## src/rtl/jsu_pkg.sv

```systemverilog
// Shared types, codes and helper functions of the JSON string unescaper.
// Used by jsu_front, jsu_queue, jsu_back and json_string_unescape_utf8_unit.
package jsu_pkg;

	localparam int QueueDepth = 4;
	localparam int QueuePtrW  = $clog2(QueueDepth);

	localparam logic [1:0] KIND_DATA  = 2'd0;
	localparam logic [1:0] KIND_END   = 2'd1;
	localparam logic [1:0] KIND_ERROR = 2'd2;

	localparam logic [3:0] ERR_MISSING_QUOTE = 4'd0;
	localparam logic [3:0] ERR_CONTROL_BYTE  = 4'd1;
	localparam logic [3:0] ERR_UNTERMINATED  = 4'd2;
	localparam logic [3:0] ERR_TRUNC_ESCAPE  = 4'd3;
	localparam logic [3:0] ERR_BAD_ESCAPE    = 4'd4;
	localparam logic [3:0] ERR_TRUNC_HEX     = 4'd5;
	localparam logic [3:0] ERR_BAD_HEX       = 4'd6;
	localparam logic [3:0] ERR_BAD_LOW       = 4'd7;
	localparam logic [3:0] ERR_LONE_HIGH     = 4'd8;
	localparam logic [3:0] ERR_LONE_LOW      = 4'd9;

	// One queued job: up to four result words sharing a kind.
	typedef struct packed {
		logic [1:0]      kind;
		logic [3:0]      code;
		logic [1:0]      final_idx;
		logic [3:0][7:0] bytes;
	} job_t;

	function automatic job_t mk_byte(input logic [7:0] b);
		job_t j;
		j           = '0;
		j.kind      = KIND_DATA;
		j.bytes[0]  = b;
		return j;
	endfunction

	function automatic job_t mk_end();
		job_t j;
		j      = '0;
		j.kind = KIND_END;
		return j;
	endfunction

	function automatic job_t mk_err(input logic [3:0] code);
		job_t j;
		j      = '0;
		j.kind = KIND_ERROR;
		j.code = code;
		return j;
	endfunction

	// Returns the digit value in the low four bits and a flag in bit 4 for a non-hex byte.
	function automatic logic [4:0] hex_digit(input logic [7:0] c);
		logic [4:0] r;
		r = 5'h10;
		if (c >= "0" && c <= "9") begin
			r = {1'b0, 4'(c - 8'h30)};
		end else if (c >= "a" && c <= "f") begin
			r = {1'b0, 4'(c - 8'h57)};
		end else if (c >= "A" && c <= "F") begin
			r = {1'b0, 4'(c - 8'h37)};
		end
		return r;
	endfunction

	function automatic job_t mk_utf8(input logic [20:0] cp);
		job_t j;
		j      = '0;
		j.kind = KIND_DATA;
		if (cp <= 21'h7F) begin
			j.bytes[0]  = cp[7:0];
			j.final_idx = 2'd0;
		end else if (cp <= 21'h7FF) begin
			j.bytes[0]  = {3'b110, cp[10:6]};
			j.bytes[1]  = {2'b10, cp[5:0]};
			j.final_idx = 2'd1;
		end else if (cp <= 21'hFFFF) begin
			j.bytes[0]  = {4'b1110, cp[15:12]};
			j.bytes[1]  = {2'b10, cp[11:6]};
			j.bytes[2]  = {2'b10, cp[5:0]};
			j.final_idx = 2'd2;
		end else begin
			j.bytes[0]  = {5'b11110, cp[20:18]};
			j.bytes[1]  = {2'b10, cp[17:12]};
			j.bytes[2]  = {2'b10, cp[11:6]};
			j.bytes[3]  = {2'b10, cp[5:0]};
			j.final_idx = 2'd3;
		end
		return j;
	endfunction

endpackage

```

## src/rtl/json_string_unescape_utf8_unit.sv

```systemverilog
// JSON string unescaper with UTF-8 output; top level.
// Depends on jsu_pkg, jsu_front, jsu_queue and jsu_back.
//
// The block takes one input word per cycle while its four-entry job queue has room, and
// gives one result word per cycle while the output is not stalled; a \u escape that yields
// several UTF-8 bytes gives one result word per byte, while input goes on filling the queue. The parser
// holds the string state, the queue lets the two sides stall apart, and the serialiser sets
// the output rate. A result passes through a queue entry and then the output register.
module json_string_unescape_utf8_unit import jsu_pkg::*; (
	input  logic       clk,
	input  logic       arst_n,
	input  logic       data_valid,
	output logic       data_stall,
	input  logic [7:0] data_byte,
	input  logic       end_of_input,
	output logic       result_valid,
	input  logic       result_stall,
	output logic [7:0] out_byte,
	output logic [1:0] kind,
	output logic [3:0] error_code,
	output logic       last
);

	logic accept;
	logic push;
	logic pop;
	logic full;
	logic not_empty;
	job_t new_job;
	job_t head_job;

	assign data_stall = full;
	assign accept     = data_valid && !full;

	jsu_front u_front (
		.clk          (clk),
		.arst_n       (arst_n),
		.accept       (accept),
		.data_byte    (data_byte),
		.end_of_input (end_of_input),
		.push         (push),
		.job          (new_job)
	);

	jsu_queue u_queue (
		.clk       (clk),
		.arst_n    (arst_n),
		.push      (push),
		.push_job  (new_job),
		.pop       (pop),
		.full      (full),
		.not_empty (not_empty),
		.head_job  (head_job)
	);

	jsu_back u_back (
		.clk          (clk),
		.arst_n       (arst_n),
		.job_avail    (not_empty),
		.job          (head_job),
		.pop          (pop),
		.result_valid (result_valid),
		.result_stall (result_stall),
		.out_byte     (out_byte),
		.kind         (kind),
		.error_code   (error_code),
		.last         (last)
	);

endmodule

```

## src/rtl/jsu_front.sv

```systemverilog
// Front part: accepts input words, runs the string parser and issues jobs.
// Depends on jsu_pkg.
module jsu_front import jsu_pkg::*; (
	input  logic       clk,
	input  logic       arst_n,
	input  logic       accept,
	input  logic [7:0] data_byte,
	input  logic       end_of_input,
	output logic       push,
	output job_t       job
);

	typedef enum logic [2:0] {
		M_IDLE, M_BODY, M_ESC, M_HEX1, M_PAIR_BS, M_PAIR_U, M_HEX2
	} mode_t;

	mode_t       mode_q, mode_d;
	logic [15:0] hex_value_q, hex_value_d;
	logic [1:0]  hex_count_q, hex_count_d;
	logic [9:0]  high_half_q, high_half_d;
	logic        has_job;
	logic [4:0]  digit;
	logic [15:0] hex_next;
	logic [10:0] plane;

	assign digit    = hex_digit(data_byte);
	assign hex_next = {hex_value_q[11:0], digit[3:0]};
	assign plane    = {1'b0, high_half_q} + 11'h040;

	always_comb begin
		mode_d      = mode_q;
		hex_value_d = hex_value_q;
		hex_count_d = hex_count_q;
		high_half_d = high_half_q;
		has_job     = 1'b0;
		job         = '0;
		unique case (mode_q)
			M_BODY: begin
				has_job = 1'b1;
				if (end_of_input) begin
					job    = mk_err(ERR_UNTERMINATED);
					mode_d = M_IDLE;
				end else if (data_byte == "\"") begin
					job    = mk_end();
					mode_d = M_IDLE;
				end else if (data_byte == "\\") begin
					has_job = 1'b0;
					mode_d  = M_ESC;
				end else if (data_byte < 8'h20) begin
					job    = mk_err(ERR_CONTROL_BYTE);
					mode_d = M_IDLE;
				end else begin
					job = mk_byte(data_byte);
				end
			end
			M_ESC: begin
				has_job = 1'b1;
				mode_d  = M_BODY;
				if (end_of_input) begin
					job    = mk_err(ERR_TRUNC_ESCAPE);
					mode_d = M_IDLE;
				end else begin
					case (data_byte)
						"\"", "\\", "/": job = mk_byte(data_byte);
						"b": job = mk_byte(8'h08);
						"f": job = mk_byte(8'h0C);
						"n": job = mk_byte(8'h0A);
						"r": job = mk_byte(8'h0D);
						"t": job = mk_byte(8'h09);
						"u": begin
							has_job     = 1'b0;
							mode_d      = M_HEX1;
							hex_value_d = '0;
							hex_count_d = '0;
						end
						default: begin
							job    = mk_err(ERR_BAD_ESCAPE);
							mode_d = M_IDLE;
						end
					endcase
				end
			end
			M_HEX1, M_HEX2: begin
				if (end_of_input) begin
					has_job = 1'b1;
					job     = mk_err(ERR_TRUNC_HEX);
					mode_d  = M_IDLE;
				end else if (digit[4]) begin
					has_job = 1'b1;
					job     = mk_err(ERR_BAD_HEX);
					mode_d  = M_IDLE;
				end else begin
					hex_value_d = hex_next;
					hex_count_d = hex_count_q + 2'd1;
					if (hex_count_q == 2'd3) begin
						if (mode_q == M_HEX1) begin
							if (hex_next[15:10] == 6'b110110) begin
								high_half_d = hex_next[9:0];
								mode_d      = M_PAIR_BS;
							end else if (hex_next[15:10] == 6'b110111) begin
								has_job = 1'b1;
								job     = mk_err(ERR_LONE_LOW);
								mode_d  = M_IDLE;
							end else begin
								has_job = 1'b1;
								job     = mk_utf8({5'd0, hex_next});
								mode_d  = M_BODY;
							end
						end else begin
							has_job = 1'b1;
							if (hex_next[15:10] == 6'b110111) begin
								job    = mk_utf8({plane, hex_next[9:0]});
								mode_d = M_BODY;
							end else begin
								job    = mk_err(ERR_BAD_LOW);
								mode_d = M_IDLE;
							end
						end
					end
				end
			end
			M_PAIR_BS: begin
				if (end_of_input || data_byte != "\\") begin
					has_job = 1'b1;
					job     = mk_err(ERR_LONE_HIGH);
					mode_d  = M_IDLE;
				end else begin
					mode_d = M_PAIR_U;
				end
			end
			M_PAIR_U: begin
				if (end_of_input || data_byte != "u") begin
					has_job = 1'b1;
					job     = mk_err(ERR_LONE_HIGH);
					mode_d  = M_IDLE;
				end else begin
					mode_d      = M_HEX2;
					hex_value_d = '0;
					hex_count_d = '0;
				end
			end
			default: begin
				if (end_of_input || data_byte != "\"") begin
					has_job = 1'b1;
					job     = mk_err(ERR_MISSING_QUOTE);
					mode_d  = M_IDLE;
				end else begin
					mode_d = M_BODY;
				end
			end
		endcase
	end

	assign push = accept && has_job;

	always_ff @(posedge clk or negedge arst_n) begin
		if (!arst_n) begin
			mode_q      <= M_IDLE;
			hex_value_q <= '0;
			hex_count_q <= '0;
			high_half_q <= '0;
		end else if (accept) begin
			mode_q      <= mode_d;
			hex_value_q <= hex_value_d;
			hex_count_q <= hex_count_d;
			high_half_q <= high_half_d;
		end
	end

endmodule

```

## src/rtl/jsu_queue.sv

```systemverilog
// Short job queue between the parser and the result serialiser.
// Depends on jsu_pkg.
module jsu_queue import jsu_pkg::*; (
	input  logic clk,
	input  logic arst_n,
	input  logic push,
	input  job_t push_job,
	input  logic pop,
	output logic full,
	output logic not_empty,
	output job_t head_job
);

	job_t                 entries_q [QueueDepth];
	logic [QueuePtrW-1:0] wr_ptr_q;
	logic [QueuePtrW-1:0] rd_ptr_q;
	logic [QueuePtrW:0]   count_q;

	assign full      = (count_q == (QueuePtrW+1)'(QueueDepth));
	assign not_empty = (count_q != '0);
	assign head_job  = entries_q[rd_ptr_q];

	always_ff @(posedge clk) begin
		if (push) begin
			entries_q[wr_ptr_q] <= push_job;
		end
	end

	always_ff @(posedge clk or negedge arst_n) begin
		if (!arst_n) begin
			wr_ptr_q <= '0;
			rd_ptr_q <= '0;
			count_q  <= '0;
		end else begin
			if (push) begin
				wr_ptr_q <= wr_ptr_q + 1'b1;
			end
			if (pop) begin
				rd_ptr_q <= rd_ptr_q + 1'b1;
			end
			if (push && !pop) begin
				count_q <= count_q + 1'b1;
			end else if (pop && !push) begin
				count_q <= count_q - 1'b1;
			end
		end
	end

endmodule

```

## src/rtl/jsu_back.sv

```systemverilog
// Back part: splits each queued job into result words behind an output register.
// Depends on jsu_pkg.
module jsu_back import jsu_pkg::*; (
	input  logic       clk,
	input  logic       arst_n,
	input  logic       job_avail,
	input  job_t       job,
	output logic       pop,
	output logic       result_valid,
	input  logic       result_stall,
	output logic [7:0] out_byte,
	output logic [1:0] kind,
	output logic [3:0] error_code,
	output logic       last
);

	logic [1:0] idx_q;
	logic       load;
	logic       at_end;

	assign load   = job_avail && (!result_valid || !result_stall);
	assign at_end = (idx_q == job.final_idx);
	assign pop    = load && at_end;

	always_ff @(posedge clk or negedge arst_n) begin
		if (!arst_n) begin
			result_valid <= 1'b0;
			idx_q        <= '0;
		end else begin
			if (load) begin
				result_valid <= 1'b1;
				idx_q        <= at_end ? 2'd0 : idx_q + 2'd1;
			end else if (!result_stall) begin
				result_valid <= 1'b0;
			end
		end
	end

	always_ff @(posedge clk) begin
		if (load) begin
			out_byte   <= job.bytes[idx_q];
			kind       <= job.kind;
			error_code <= job.code;
			last       <= at_end;
		end
	end

endmodule

```

## config.mk

```make
export PLATFORM = sky130hd
export DESIGN_NAME = json_string_unescape_utf8_unit
export DESIGN_NICKNAME = d
export VERILOG_FILES = /design/src/rtl/jsu_pkg.sv /design/src/rtl/json_string_unescape_utf8_unit.sv /design/src/rtl/jsu_front.sv /design/src/rtl/jsu_queue.sv /design/src/rtl/jsu_back.sv
export SDC_FILE = /design/constraint.sdc
export NUM_CORES = 1
export LEC_CHECK = 0
export BUFFER_PORTS_ARGS = -buffer_cell sky130_fd_sc_hd__buf_2
export CORE_ASPECT_RATIO = 1.4
export CORE_MARGIN = 4
export CORE_UTILIZATION = 62
export CTS_CLUSTER_DIAMETER = 100
export CTS_CLUSTER_SIZE = 12
export DETAILED_ROUTE_END_ITERATION = 10
export PLACE_DENSITY = 0.8
export SLEW_MARGIN = 20
export SYNTH_ARGS = -nofsm -noshare
export SYNTH_HDL_FRONTEND = slang
export SYNTH_SLANG_ARGS = --single-unit
```

## constraint.sdc

```tcl
create_clock -name clk -period 3.4 [get_ports clk]
set_input_delay 0.68 -clock clk [delete_from_list [all_inputs] [get_ports clk]]
set_output_delay 0.68 -clock clk [all_outputs]
set_load 0.02 [all_outputs]
```

==> results_dict.tcl <==
set metrics [dict create \
    synth.distinct_cells 73 \
    critPathKind "input pin to flip-flop" \
    path_delay_family "simple AND/OR/NAND/NOR gates" \
    worst_pin_slew_ps 962 \
    die_h_um 155 \
    post-route-cell-area_sq_um 12200 \
    wl_per_cell_um 28.4 \
    finalWorstSetupSlack_ps -116 \
    outcome "complete, but fails checks" \
    yosysTopAreaCell "edfxtp_1" \
    gp_congestion 0.996 \
    vias 7365 \
    vdd_drop_max_v 0.000557 \
    firstDrtPassIters 6 \
    violations "negative setup slack" \
    die_w_um 113 \
    power_leakage_nw 4.36 \
    die_area_sq_um 17500 \
    drt-total-wl_um 30200 \
    grt_pass1_vias 7245 \
    n_antenna_cell 0 \
    cts.sink_count 196 \
    grt_max_degree 38 \
    root_buffer "clkbuf_16" \
    slew_headroom_pct 35.9 \
    rr_worst_depth 6 \
    crit_buf_inv 2 \
    fmax_mhz 284 \
    synth_flop_cell "edfxtp_1" \
    drc_errors 0 \
    synth-seq-cells 196 \
    layout_common_cells "edfxtp_1, buf_4, nand2_1" \
    synthArstFlopShare_pct 18.9 \
    crit_fanout 7 \
    row_count 53 \
    via_per_inst 6.92 \
    drt_first_iter_violations 1366 \
    drv_slew 0 \
    synth_top_area_share_pct 50.0 \
    synth_edf_count 159 \
    required_ps 3650 \
    start_util_pct 63.4 \
    layout-drive-gt1-share_pct 38.1 \
    synth_area_sq_um 9550 \
    hold_viol_final 0 \
    fin_crit_ps 3520 \
    endpoint_kind "flip-flop" \
    clkLatencyLatePin_ps 430 \
    avgSynthCellArea_sq_um 13.3 \
    layout_commonest_cell "edfxtp_1" \
    slowest_delay_ps 650 \
    antenna_found_initial 0 \
    dp_hpwl_um 19200 \
    critPathArrivalTime_ps 3770 \
    finalSetupViolCount 46 \
    cts_buffer_depth 2 \
    yosys-top-cells-area "edfxtp_1, mux4_2, dfrtp_1" \
    design.portCount 30 \
    yosysWarnings 0 \
    tritoncts "built" \
    area.growth.synth_to_final_pct 27.3 \
    portBuffers 29 \
    synth_cells 719 \
    final_nets 885 \
    synth_seq_area_share_pct 59.7 \
    grt.total_usage_pct 33.0 \
    syn-num-nets 745 \
    h-tree-depth 4 \
    clk_pin_slew_ps 80 \
    path_depth 10 \
    crit_chain "buf_6 > or4b_4 > a311o_1 > a2111o_1 > buf_4 > nor4_4 > a21oi_2 > or2_4 > or4_4 > nor3_4" \
    ant_nets 0 \
    maxCapViolCount 0 \
    coreArea_sq_um 15100 \
    grt_pass1_wl_um 42700 \
    postPlaceCellArea_sq_um 10900 \
    period_share_pct 103 \
    powerDensity_nw_per_um2 656 \
    fin_util_pct 80.8 \
    grt-ovfl-total 0 \
    cp-start-kind "input pin" \
    worstHoldPathType "input pin to async pin" \
    slowest_stage "or4_4" \
    rsz0062_at_grt "true" \
    fin_worst_skew_ps 18.4 \
    cts_buffers 17 \
]
[cells in the mapped netlist (11+ instances only)]
cell / instances
clkbuf_1: 32
a221oi_1: 12
o31ai_1: 12
mux4_2: 43
edfxtp_1: 159
o21ai_0: 50
mux2_2: 11
nand3_1: 14
ha_1: 12
inv_1: 16
nor3_1: 16
a21oi_1: 29
nand2_1: 69
dfrtp_1: 37
nor2_1: 46
[path summary, 6_finish.rpt]
kind	start	end	slack (ps)
max in group asynchronous	arst_n	u_queue.rd_ptr_q[0]	2340
max	data_byte[7]	u_queue.entries_q[0][26]	-120
min	arst_n	u_front.hex_count_q[1]	400
min in group clk	u_front.hex_count_q[1]	u_front.hex_count_q[1]	500
max reg2reg	u_front.hex_value_q[4]	u_queue.entries_q[0][26]	380
min reg2reg	u_front.hex_count_q[1]	u_front.hex_count_q[1]	500
[power breakdown]
| part | switching (mW) | internal (mW) |
|---|---|---|
| Clock | 0.999 | 1.12 |
| Combinational | 1.32 | 1.12 |
| Sequential | 0.234 | 3.18 |
[final cells by class]
| type | count | area (sq um) |
|---|---|---|
| fillers | 769 | 2900 |
| inverters | 16 | 63.8 |
| clock buffers | 17 | 425 |
| multi-input cells | 468 | 4190 |
| clock inverters | 15 | 194 |
| flip-flops and latches | 196 | 5700 |
| well taps | 192 | 240 |
| repair buffers | 160 | 1340 |
[cell families (layout without fill, tap and decap cells)]
family                   after synthesis  count (layout)  synth area share [%]
multiplexers                          62              62                  12.3
flip-flops                           196             196                  59.7
buffers and inverters                 55             208                  2.25
AND/OR/NAND/NOR                      223             223                  12.0
XOR/XNOR                              10              10                 0.917
adder cells (fa/ha/maj)               13              13                  1.78
AO/OA/AOI/OAI                        160             160                  11.0
[per-layer routing]
layer  GRT usage [%]  up-vias  share of wire, %
met4            14.1        0               5.0
li1                -     3094                 -
met5               0        -                 0
met3            6.42      113               8.9
met2            56.1      565                52
met1            41.2     3593                35
[registers in the layout, summed over array words and instances (netlist names), 2 cells and up]
register,cells
u_front.hex_value_q,12
u_back.idx_q,2
u_back.error_code,4
u_queue.count_q,3
u_front.hex_count_q,2
u_back.kind,2
u_back.out_byte,8
u_queue.entries_q,144
u_queue.rd_ptr_q,2
u_front.high_half_q,10
u_front.mode_q,3
u_queue.wr_ptr_q,2
[timing repair]
action	in CTS	in global routing
gates resized for setup	55	32
cloned	0	6
setup buffers	9	4
hold buffers	0	0
endpoints found under the setup margin	90	262
pin swaps	29	22
endpoints found under the hold margin	0	0
[through the flow]
stage	hold slack (ps)	power (mW)	setup slack (ps)	cells	setup TNS (ps)
2_1_floorplan	384	4.75	-305	719	-44630
3_3_place_gp	466	5.36	-579	1015	-104000
3_5_place_dp	480	5.57	-699	1015	-120140
4_1_cts	398	7.74	-144	1055	-7200
5_1_grt	444	8.21	-159	1064	-4690
6_report	399	7.98	-116	1064	-2010
No activity file was read; power rests on OpenSTA's default activity.
